==> config.mk <==
export PLATFORM = sky130hd
export DESIGN_NAME = rational_to_scaled_integer
export DESIGN_NICKNAME = d
export VERILOG_FILES = /design/src/rtl/rtsi_pkg.sv /design/src/rtl/rtsi_ctrl.sv /design/src/rtl/rtsi_dpath.sv /design/src/rtl/rational_to_scaled_integer.sv
export SDC_FILE = /design/constraint.sdc
export NUM_CORES = 2
export LEC_CHECK = 0
export BUFFER_PORTS_ARGS = -buffer_cell sky130_fd_sc_hd__buf_2
export CORE_UTILIZATION = 35
export DETAILED_ROUTE_END_ITERATION = 16
export HOLD_SLACK_MARGIN = 0.03
export PLACE_DENSITY = 0.55
export SLEW_MARGIN = 10
export SYNTH_ARGS = -nofsm -noshare
export SYNTH_HDL_FRONTEND = slang
export SYNTH_SLANG_ARGS = --single-unit
==> constraint.sdc <==
create_clock -name clock -period 16.6 [get_ports clock]
set_input_delay 3.32 -clock clock [delete_from_list [all_inputs] [get_ports clock]]
set_output_delay 3.32 -clock clock [all_outputs]
set_load 0.02 [all_outputs]
==> src/rtl/rtsi_pkg.sv <==
`timescale 1ns / 1ps
`default_nettype none

package rtsi_pkg;

   localparam int WORD_BITS  = 32;
   localparam int CNT_BITS   = $clog2(WORD_BITS + 1);
   localparam int SHIFT_BITS = $clog2(WORD_BITS);

   typedef enum logic [1:0] {
      ST_OK       = 2'd0,
      ST_BAD_DEN  = 2'd1,
      ST_INEXACT  = 2'd2,
      ST_OVERFLOW = 2'd3
   } status_type;

   typedef enum logic [3:0] {
      S_IDLE,
      S_CHECK,
      S_GCD,
      S_NUM_LD,
      S_NUM_DIV,
      S_DEN_LD,
      S_DEN_DIV,
      S_SCL_LD,
      S_SCL_DIV,
      S_MUL,
      S_FIN,
      S_DONE
   } state_type;

   typedef enum logic [1:0] {
      DIV_NUM,
      DIV_DEN,
      DIV_SCL
   } div_sel_type;

   typedef struct packed {
      logic        load;
      logic        gcd_step;
      logic        div_load;
      div_sel_type div_sel;
      logic        div_step;
      logic        num_save;
      logic        den_save;
      logic        mul;
      logic        fin;
   } cmd_type;

   typedef struct packed {
      logic bad_den;
      logic gcd_done;
      logic div_done;
   } sts_type;

endpackage

`default_nettype wire

==> src/rtl/rtsi_ctrl.sv <==
`timescale 1ns / 1ps
`default_nettype none

module rtsi_ctrl (
   input  wire logic              clock,
   input  wire logic              reset,
   input  wire logic              req_valid,
   output logic                   req_ready,
   output logic                   rsp_valid,
   input  wire logic              rsp_ready,
   output rtsi_pkg::cmd_type      cmd,
   input  wire rtsi_pkg::sts_type sts
);

   rtsi_pkg::state_type state_ff;
   rtsi_pkg::state_type state_in;

   always_ff @(posedge clock) begin
      if (reset) begin
         state_ff <= rtsi_pkg::S_IDLE;
      end else begin
         state_ff <= state_in;
      end
   end

   always_comb begin
      state_in = state_ff;
      unique case (state_ff)
         rtsi_pkg::S_IDLE: begin
            if (req_valid) state_in = rtsi_pkg::S_CHECK;
         end
         rtsi_pkg::S_CHECK: begin
            state_in = sts.bad_den ? rtsi_pkg::S_FIN : rtsi_pkg::S_GCD;
         end
         rtsi_pkg::S_GCD: begin
            if (sts.gcd_done) state_in = rtsi_pkg::S_NUM_LD;
         end
         rtsi_pkg::S_NUM_LD:  state_in = rtsi_pkg::S_NUM_DIV;
         rtsi_pkg::S_NUM_DIV: begin
            if (sts.div_done) state_in = rtsi_pkg::S_DEN_LD;
         end
         rtsi_pkg::S_DEN_LD:  state_in = rtsi_pkg::S_DEN_DIV;
         rtsi_pkg::S_DEN_DIV: begin
            if (sts.div_done) state_in = rtsi_pkg::S_SCL_LD;
         end
         rtsi_pkg::S_SCL_LD:  state_in = rtsi_pkg::S_SCL_DIV;
         rtsi_pkg::S_SCL_DIV: begin
            if (sts.div_done) state_in = rtsi_pkg::S_MUL;
         end
         rtsi_pkg::S_MUL:     state_in = rtsi_pkg::S_FIN;
         rtsi_pkg::S_FIN:     state_in = rtsi_pkg::S_DONE;
         rtsi_pkg::S_DONE: begin
            if (rsp_ready) state_in = rtsi_pkg::S_IDLE;
         end
         default:             state_in = rtsi_pkg::S_IDLE;
      endcase
   end

   always_comb begin
      cmd       = '0;
      req_ready = 1'b0;
      rsp_valid = 1'b0;
      unique case (state_ff)
         rtsi_pkg::S_IDLE: begin
            req_ready = 1'b1;
            cmd.load  = req_valid;
         end
         rtsi_pkg::S_CHECK: begin
         end
         rtsi_pkg::S_GCD: begin
            cmd.gcd_step = !sts.gcd_done;
         end
         rtsi_pkg::S_NUM_LD: begin
            cmd.div_load = 1'b1;
            cmd.div_sel  = rtsi_pkg::DIV_NUM;
         end
         rtsi_pkg::S_NUM_DIV: begin
            cmd.div_step = !sts.div_done;
            cmd.num_save = sts.div_done;
         end
         rtsi_pkg::S_DEN_LD: begin
            cmd.div_load = 1'b1;
            cmd.div_sel  = rtsi_pkg::DIV_DEN;
         end
         rtsi_pkg::S_DEN_DIV: begin
            cmd.div_step = !sts.div_done;
            cmd.den_save = sts.div_done;
         end
         rtsi_pkg::S_SCL_LD: begin
            cmd.div_load = 1'b1;
            cmd.div_sel  = rtsi_pkg::DIV_SCL;
         end
         rtsi_pkg::S_SCL_DIV: begin
            cmd.div_step = !sts.div_done;
         end
         rtsi_pkg::S_MUL: begin
            cmd.mul = 1'b1;
         end
         rtsi_pkg::S_FIN: begin
            cmd.fin = 1'b1;
         end
         rtsi_pkg::S_DONE: begin
            rsp_valid = 1'b1;
         end
         default: begin
         end
      endcase
   end

endmodule

`default_nettype wire

==> src/rtl/rtsi_dpath.sv <==
`timescale 1ns / 1ps
`default_nettype none

module rtsi_dpath (
   input  wire logic                                  clock,
   input  wire rtsi_pkg::cmd_type                     cmd,
   output rtsi_pkg::sts_type                          sts,
   input  wire logic signed [rtsi_pkg::WORD_BITS-1:0] req_frac_num,
   input  wire logic signed [rtsi_pkg::WORD_BITS-1:0] req_frac_den,
   input  wire logic signed [rtsi_pkg::WORD_BITS-1:0] req_scale_factor,
   output logic signed [rtsi_pkg::WORD_BITS-1:0]      rsp_scaled_value,
   output logic [1:0]                                 rsp_status
);

   localparam int W = rtsi_pkg::WORD_BITS;

   logic                           num_neg_ff;
   logic                           scl_neg_ff;
   logic                           bad_den_ff;
   logic [W-1:0]                   num_mag_ff;
   logic [W-1:0]                   den_ff;
   logic [W-1:0]                   scl_mag_ff;
   logic [W-1:0]                   a_ff;
   logic [W-1:0]                   b_ff;
   logic [rtsi_pkg::SHIFT_BITS-1:0] k_ff;
   logic [W-1:0]                   rnum_ff;
   logic [W-1:0]                   rden_ff;
   logic [W-1:0]                   rem_ff;
   logic [W-1:0]                   quo_ff;
   logic [W-1:0]                   dvs_ff;
   logic [rtsi_pkg::CNT_BITS-1:0]  cnt_ff;
   logic [2*W-1:0]                 prod_ff;
   logic signed [W-1:0]            value_ff;
   rtsi_pkg::status_type           status_ff;

   logic [W-1:0] gcd_val;
   logic [W:0]   trial;
   logic [W:0]   diff;
   logic         neg;
   logic         ovf;

   assign gcd_val = b_ff << k_ff;
   assign trial   = {rem_ff, quo_ff[W-1]};
   assign diff    = trial - {1'b0, dvs_ff};
   assign neg     = num_neg_ff ^ scl_neg_ff;
   assign ovf     = (|prod_ff[2*W-1:W])
                  | (neg ? (prod_ff[W-1] & (|prod_ff[W-2:0])) : prod_ff[W-1]);

   assign sts.bad_den  = bad_den_ff;
   assign sts.gcd_done = (a_ff == '0);
   assign sts.div_done = (cnt_ff == rtsi_pkg::CNT_BITS'(W));

   // input capture and binary gcd
   always_ff @(posedge clock) begin
      if (cmd.load) begin
         num_neg_ff <= req_frac_num[W-1];
         num_mag_ff <= req_frac_num[W-1] ? (W'(0) - req_frac_num) : req_frac_num;
         scl_neg_ff <= req_scale_factor[W-1];
         scl_mag_ff <= req_scale_factor[W-1] ? (W'(0) - req_scale_factor)
                                             : req_scale_factor;
         den_ff     <= req_frac_den;
         bad_den_ff <= req_frac_den[W-1] | (req_frac_den == '0);
         a_ff       <= req_frac_num[W-1] ? (W'(0) - req_frac_num) : req_frac_num;
         b_ff       <= req_frac_den;
         k_ff       <= '0;
      end else if (cmd.gcd_step) begin
         priority if (!a_ff[0] && !b_ff[0]) begin
            a_ff <= a_ff >> 1;
            b_ff <= b_ff >> 1;
            k_ff <= k_ff + 1'b1;
         end else if (!a_ff[0]) begin
            a_ff <= a_ff >> 1;
         end else if (!b_ff[0]) begin
            b_ff <= b_ff >> 1;
         end else if (a_ff >= b_ff) begin
            a_ff <= (a_ff - b_ff) >> 1;
         end else begin
            b_ff <= (b_ff - a_ff) >> 1;
         end
      end
   end

   // shared restoring divider, one quotient bit per cycle
   always_ff @(posedge clock) begin
      if (cmd.div_load) begin
         rem_ff <= '0;
         cnt_ff <= '0;
         unique case (cmd.div_sel)
            rtsi_pkg::DIV_NUM: begin
               quo_ff <= num_mag_ff;
               dvs_ff <= gcd_val;
            end
            rtsi_pkg::DIV_DEN: begin
               quo_ff <= den_ff;
               dvs_ff <= gcd_val;
            end
            rtsi_pkg::DIV_SCL: begin
               quo_ff <= scl_mag_ff;
               dvs_ff <= rden_ff;
            end
            default: begin
               quo_ff <= scl_mag_ff;
               dvs_ff <= rden_ff;
            end
         endcase
      end else if (cmd.div_step) begin
         cnt_ff <= cnt_ff + 1'b1;
         if (!diff[W]) begin
            rem_ff <= diff[W-1:0];
            quo_ff <= {quo_ff[W-2:0], 1'b1};
         end else begin
            rem_ff <= trial[W-1:0];
            quo_ff <= {quo_ff[W-2:0], 1'b0};
         end
      end
   end

   always_ff @(posedge clock) begin
      if (cmd.num_save) rnum_ff <= quo_ff;
      if (cmd.den_save) rden_ff <= quo_ff;
      if (cmd.mul)      prod_ff <= {{W{1'b0}}, rnum_ff} * {{W{1'b0}}, quo_ff};
   end

   // result register
   always_ff @(posedge clock) begin
      if (cmd.fin) begin
         priority if (bad_den_ff) begin
            status_ff <= rtsi_pkg::ST_BAD_DEN;
            value_ff  <= '0;
         end else if (rem_ff != '0) begin
            status_ff <= rtsi_pkg::ST_INEXACT;
            value_ff  <= '0;
         end else if (ovf) begin
            status_ff <= rtsi_pkg::ST_OVERFLOW;
            value_ff  <= '0;
         end else begin
            status_ff <= rtsi_pkg::ST_OK;
            value_ff  <= neg ? (W'(0) - prod_ff[W-1:0]) : prod_ff[W-1:0];
         end
      end
   end

   assign rsp_scaled_value = value_ff;
   assign rsp_status       = status_ff;

endmodule

`default_nettype wire

==> src/rtl/rational_to_scaled_integer.sv <==
// rational_to_scaled_integer
//
// Returns frac_num * scale_factor / frac_den exactly, or an error status.
// Input channel req_*: valid/ready; an item is taken when req_valid and
// req_ready are both high. req_ready is high only while the block is idle,
// so one item is in flight at a time.
// Result channel rsp_*: valid/ready; rsp_valid stays high with the result
// held until rsp_ready is seen, and the block takes no new item until then.
// A stalled receiver therefore stalls the input side.
// When the denominator is not positive, the controller goes from accept
// through the check and finish states to rsp_valid; otherwise it runs the
// binary gcd loop, then three passes through the single restoring divider
// (numerator / gcd, denominator / gcd, scale / reduced denominator), then
// the multiply and finish states. A new item is taken only after the result
// handshake and the return to idle.
// Reset (synchronous, active high) returns the controller to idle with no
// result pending; any item in flight is dropped.
`timescale 1ns / 1ps
`default_nettype none

module rational_to_scaled_integer (
   input  wire logic                                  clock,
   input  wire logic                                  reset,
   input  wire logic                                  req_valid,
   output logic                                       req_ready,
   input  wire logic signed [rtsi_pkg::WORD_BITS-1:0] req_frac_num,
   input  wire logic signed [rtsi_pkg::WORD_BITS-1:0] req_frac_den,
   input  wire logic signed [rtsi_pkg::WORD_BITS-1:0] req_scale_factor,
   output logic                                       rsp_valid,
   input  wire logic                                  rsp_ready,
   output logic signed [rtsi_pkg::WORD_BITS-1:0]      rsp_scaled_value,
   output logic [1:0]                                 rsp_status
);

   rtsi_pkg::cmd_type cmd;
   rtsi_pkg::sts_type sts;

   rtsi_ctrl u_ctrl (
      .clock     (clock),
      .reset     (reset),
      .req_valid (req_valid),
      .req_ready (req_ready),
      .rsp_valid (rsp_valid),
      .rsp_ready (rsp_ready),
      .cmd       (cmd),
      .sts       (sts)
   );

   rtsi_dpath u_dpath (
      .clock            (clock),
      .cmd              (cmd),
      .sts              (sts),
      .req_frac_num     (req_frac_num),
      .req_frac_den     (req_frac_den),
      .req_scale_factor (req_scale_factor),
      .rsp_scaled_value (rsp_scaled_value),
      .rsp_status       (rsp_status)
   );

endmodule

`default_nettype wire
After elaboration in Yosys (flattened, before gate mapping). Index checks and enable logic that the tools add are counted.

Bits in registers: 436. Output and inout bits: 36. Input bits: 100. Word-level logic and storage cells: 124.

$add $sub $neg: 8. Equality and inequality tests: 22. Reductions and logical operators: 23. Shift operators: 1. Magnitude comparators: 1. Muxes and demuxes: 42. Bitwise operators: 4. Multipliers: 1.

Operators with widths (number): 32-bit two-way mux (18); 1-bit by 32-bit subtractor with 32-bit output, first input constant (3); 32-bit logical NOT (2); 32-bit by 32-bit multiplier with 64-bit output (1); 32-bit one-hot mux with 2 select lines (1); 32-bit subtractor (2); 4-bit one-hot mux with 12 select lines (1); 33-bit by 32-bit subtractor with 33-bit output (1); 32-bit >= comparator (1); 32-bit nonzero test (1); 32-bit OR reduction (1); 32-bit by 5-bit left shift with 32-bit output (1); 31-bit two-way mux (1); 31-bit OR reduction (1); 4-bit two-way mux (7); 4-bit by 3-bit == test with 1-bit output, second input constant (4); 4-bit == test, second input constant (4); 4-bit inequality test, second input constant (3); 1-bit two-way mux (11); 3-bit one-hot mux with 3 select lines (1); 4-bit by 2-bit == test with 1-bit output, second input constant (2); 2-bit by 1-bit inequality test with 1-bit output, second input constant (4); 6-bit by 1-bit adder with 6-bit output, second input constant (1); 6-bit == test, second input constant (1); 19 further kinds (29).

Depth between registers and ports, before layout.
Depth after elaboration: 7. Gate-level depth with buffers: 30. Depth with buffers taken out: 28.

Modules after synthesis. From an unflattened synthesis, not the netlist that was laid out.

Cell total of the unflattened synthesis: 6102. Area total of the unflattened synthesis: 59076.7 um2.

Modules (own cells, without submodules): rtsi_dpath (sequential area each 12542.0 um2, cells each 6052, area each 58726.3 um2, instances 1); rtsi_ctrl (sequential area each 80.1 um2, cells each 50, area each 350.3 um2, instances 1).

Least setup slack after synthesis. No wires, ideal clock.

Path kind: register -> register. From: register u_dpath.quo_ff[2]. To: register u_dpath.prod_ff[63] (data pin). Path buffers: 1. Arrival time: 7248 ps. Stages on the path, launching flop included: 27. Period minus slack after synthesis: 7514 ps. Slack: 9086 ps. Library setup time: 266 ps. Required time: 16334 ps. Cell sequence: edfxtp_1 clkbuf_1 and2_1 fa_1 inv_1 fa_1 fa_1 fa_1 inv_1 fa_1 inv_1 fa_1 inv_1 fa_1 fa_1 ha_1 a21o_1 a21o_1 a21oi_1 a211oi_1 or3_4 o41ai_4 o31ai_2 a31oi_4 o21ai_2 nor4_1 nor3_1.

Longest elaborated chain between the ends: 1.

Ends and longest elaborated chain: from (decl) (RTL line rtsi_dpath.sv:29) `logic [W-1:0] quo_ff;`; from (signal assigned) (RTL line rtsi_dpath.sv:90) `quo_ff <= num_mag_ff;`; from (signal assigned) (RTL line rtsi_dpath.sv:94) `quo_ff <= den_ff;`; from (signal assigned) (RTL line rtsi_dpath.sv:98) `quo_ff <= scl_mag_ff;`; 32-bit by 32-bit multiplier with 64-bit output (RTL line rtsi_dpath.sv:121) `if (cmd.mul) prod_ff <= {{W{1'b0}}, rnum_ff} * {{W{1'b0}}, quo_ff};`; to (signal assigned) (RTL line rtsi_dpath.sv:121); to (decl) (RTL line rtsi_dpath.sv:32) `logic [2*W-1:0] prod_ff;`.

No other way between the ends. A chain may end at the register's enable or synchronous reset.

Final worst setup path.
From: register u_dpath.rnum_ff[9]. To: register u_dpath.prod_ff[53] (data pin).

Longest elaborated chain between the ends: 1.

Ends and longest elaborated chain: from (decl) (RTL line rtsi_dpath.sv:26) `logic [W-1:0] rnum_ff;`; from (signal assigned) (RTL line rtsi_dpath.sv:119) `if (cmd.num_save) rnum_ff <= quo_ff;`; 32-bit by 32-bit multiplier with 64-bit output (RTL line rtsi_dpath.sv:121).

No other way between the ends.

==> results.toml <==
[run_status]
status = "finished with violations"
failed_checks = "design-rule violations"

[clock_network]
cts_buffers = 54
insertion_delay_ns = 0.67
cts_tree = "yes"
postCtsHoldBufs = 0
clockRootBuffer = "clkbuf_16"
postCtsSetupBuffers = 0
clkSlewWorstSetupHoldPaths_ns = 0.06
cts_resized = 0
htree_levels = 2
clockBufferDepth = 3
clock-sinks = 436

[synth]
synth_cell_types = 87
ys_seq_area_frac = 0.216
synth_area_um2 = 58300
synth_largest_area_cell = "fa_1"
yosys_warnings = 0
synth_top_area_frac = 0.309
synth.net_count = 7416
synth-main-ff-cell = "edfxtp_1"
avgSynthCellArea_um2 = 9.64
synth-edff-count = 389
synthArstFlopShare = 0
synth_cells = 6052
yosys_register_bits = 436
synth_area_leaders = "fa_1 (31%), edfxtp_1 (20%), ha_1 (7.8%)"

[sta]
worst_pin_slew_ns = 1.19
max_freq_mhz = 114
slew_headroom = 0.187
finalSetupViolations = 0
final-hold-violation-count = 0
skew_ns = 0.0623
period_share = 0.528
tns_ns = 0
fin_crit_ns = 8.76
slew_viol_final = 0
grt_setup_unrepaired = "no"

[layout]
fillCellCount = 16700
drive_gt1_frac = 0.0665
largest_reg_flops = 64
area_growth_pct = 8.03
fin_nets = 7364
fin_cells = 8234
regMostFlops = "u_dpath.prod_ff"

[min_path]
hold_class = "flop to flop"

[global_route]
antenna_found_initial = 14
overflow = 0
grt_pass1_wl_um = 283000
globalRouteTotalUtil = 0.221
grt_max_degree = 83
grt_pass1_vias = 45600

[die]
die_area_um2 = 168000
placementRows = 149
chipWidth_um = 410
io_pins = 136
die_y_um = 410
coreArea_um2 = 165000
initial_utilization = 0.353

[setup_path]
slowest_stage = "edfxtp_1"
worstSetupEndpointType = "flop"
cp.required_ns = 17.01
crit_top_cell = "fa_1"
critPathMaxFanout = 21
critPathKind = "flop to flop"
crit_arrival_ns = 9.17
slowest_delay_ns = 1.05
ff2ff_setup_slack_ns = 7.84
worstSetupStartpointType = "flop"

[placement]
place_congestion = 0.919
dpl.hpwl_um = 136000
placed_cells = 8133
numPortBuffers = 135

[detailed_routing]
drtAntennaViolNets = 0
drc = 11
drt_iter0_drc = 3169
firstDrtPassIters = 12
drt_wl_total_um = 183000
wire_per_inst_um = 22.2
dr_total_vias = 43000
drt-vias-per-instance = 5.23

[run]
cap_viol_max_count = 0
==> final timing paths <==
kind | end | depth (start not counted) | from
setup / recovery | u_dpath.prod_ff[53] | 28 | u_dpath.rnum_ff[9]
hold / removal | u_dpath.rden_ff[30] | 0 | u_dpath.quo_ff[30]
setup reg to reg | u_dpath.prod_ff[53] | 28 | u_dpath.rnum_ff[9]
hold reg to reg | u_dpath.rden_ff[30] | 0 | u_dpath.quo_ff[30]
==> layout make-up <==
cell class	count	area, um2	area share
diodes	2	5.00	0.0000794
repair buffers	225	1350	0.0214
clock inverters	39	389	0.00617
well taps	2189	2740	0.0435
multi-input cells	4280	40700	0.646
flip-flops and latches	436	12600	0.200
clock buffers	60	1420	0.0225
inverters	1003	3770	0.0598
==> metal layers <==
layer  GRT usage  vias to the layer above  routed length [um]
met4      0.0597                        8                4980
met2       0.361                     1333               85100
li1            -                    19200                   -
met1       0.305                    22200               81600
met5           0                        -                  55
met3      0.0306                      258               11000
==> cell usage after synthesis, types with 6 or more instances <==
cell type and n:
nand3_1 45, mux4_2 32, clkbuf_1 305, inv_1 1000, a21o_1 113, and2_1 627, a22o_1 11, nand2_1 675
mux2_2 11, nor4_1 44, or2_2 6, nand3b_1 8, a211oi_1 20, o211ai_1 9, nor2_1 249, edfxtp_1 389
mux2i_1 77, a21boi_0 9, nand2b_1 20, nand4_1 32, o21bai_1 29, dfxtp_1 47, fa_1 899, a221oi_1 48
o21a_1 22, a22oi_1 6, nor2b_1 25, o21ai_0 229, and3_1 16, buf_1 18, xnor2_1 176, nor3_1 38
a21oi_1 196, o31ai_1 22, o41ai_1 13, or4_1 12, buf_2 8, xor2_1 67, a31oi_1 12, o21ai_1 21
ha_1 365, or3_1 15
==> metrics by stage <==
stage / utilization / setup WS (ns) / area, um2 / hold slack (ns)
global route: 0.382 / 7.31 / 63000 / 0.470
CTS: 0.382 / 7.79 / 63000 / 0.458
global placement: 0.371 / 7.87 / 61200 / 0.435
finish: 0.382 / 7.84 / 63000 / 0.455
floorplan: - / 9.09 / 58300 / 0.457
detailed placement: 0.371 / 7.81 / 61200 / 0.443
==> critical path, delay by kind of cell, from the launching register on <==
family,cells,cell delay [ns]
fa+ha+maj,9,4.20
compound gates,9,2.01
flops,1,1.05
buf+inv,6,0.66
simple gates,3,0.44
xor+xnor,1,0.15
==> layout by cell type (no fill, tap or decap), drive strengths merged, types with 14 or more instances in the layout <==
master,synthesis,layout
o21bai,29,29
nor2,251,251
inv,1000,1009
and2,627,627
nor3,38,38
a211oi,21,21
a21oi,198,198
clkinv,3,23
and3,16,16
nand4,32,32
edfxtp,389,389
ha,365,365
clkbuf,305,60
o21ai,251,251
o31ai,23,23
nand3,46,46
or3,16,16
a21o,113,113
mux4,32,32
mux2i,77,77
fa,899,899
dfxtp,47,47
nand2b,20,20
o41ai,14,14
a21boi,14,14
a221oi,49,49
xor2,67,67
nand2,675,675
nor4,44,44
nor2b,25,25
o21a,22,22
buf,28,225
xnor2,176,176
==> logic make-up (layout without fill, tap and decap cells) <==
family | after synthesis | in the layout | share of synthesized area
simple gates | 1837 | 1837 | 0.157
buf+inv | 1336 | 1327 | 0.0863
fa+ha+maj | 1264 | 1264 | 0.387
compound gates | 816 | 816 | 0.0893
flops | 436 | 436 | 0.216
xor+xnor | 243 | 243 | 0.0365
mux | 120 | 120 | 0.0277
other cells | 0 | 2 | 0
Power is left out: the tool's default activity adds up to more than one toggle a clock period on the data nets, which glitch-free logic cannot reach.
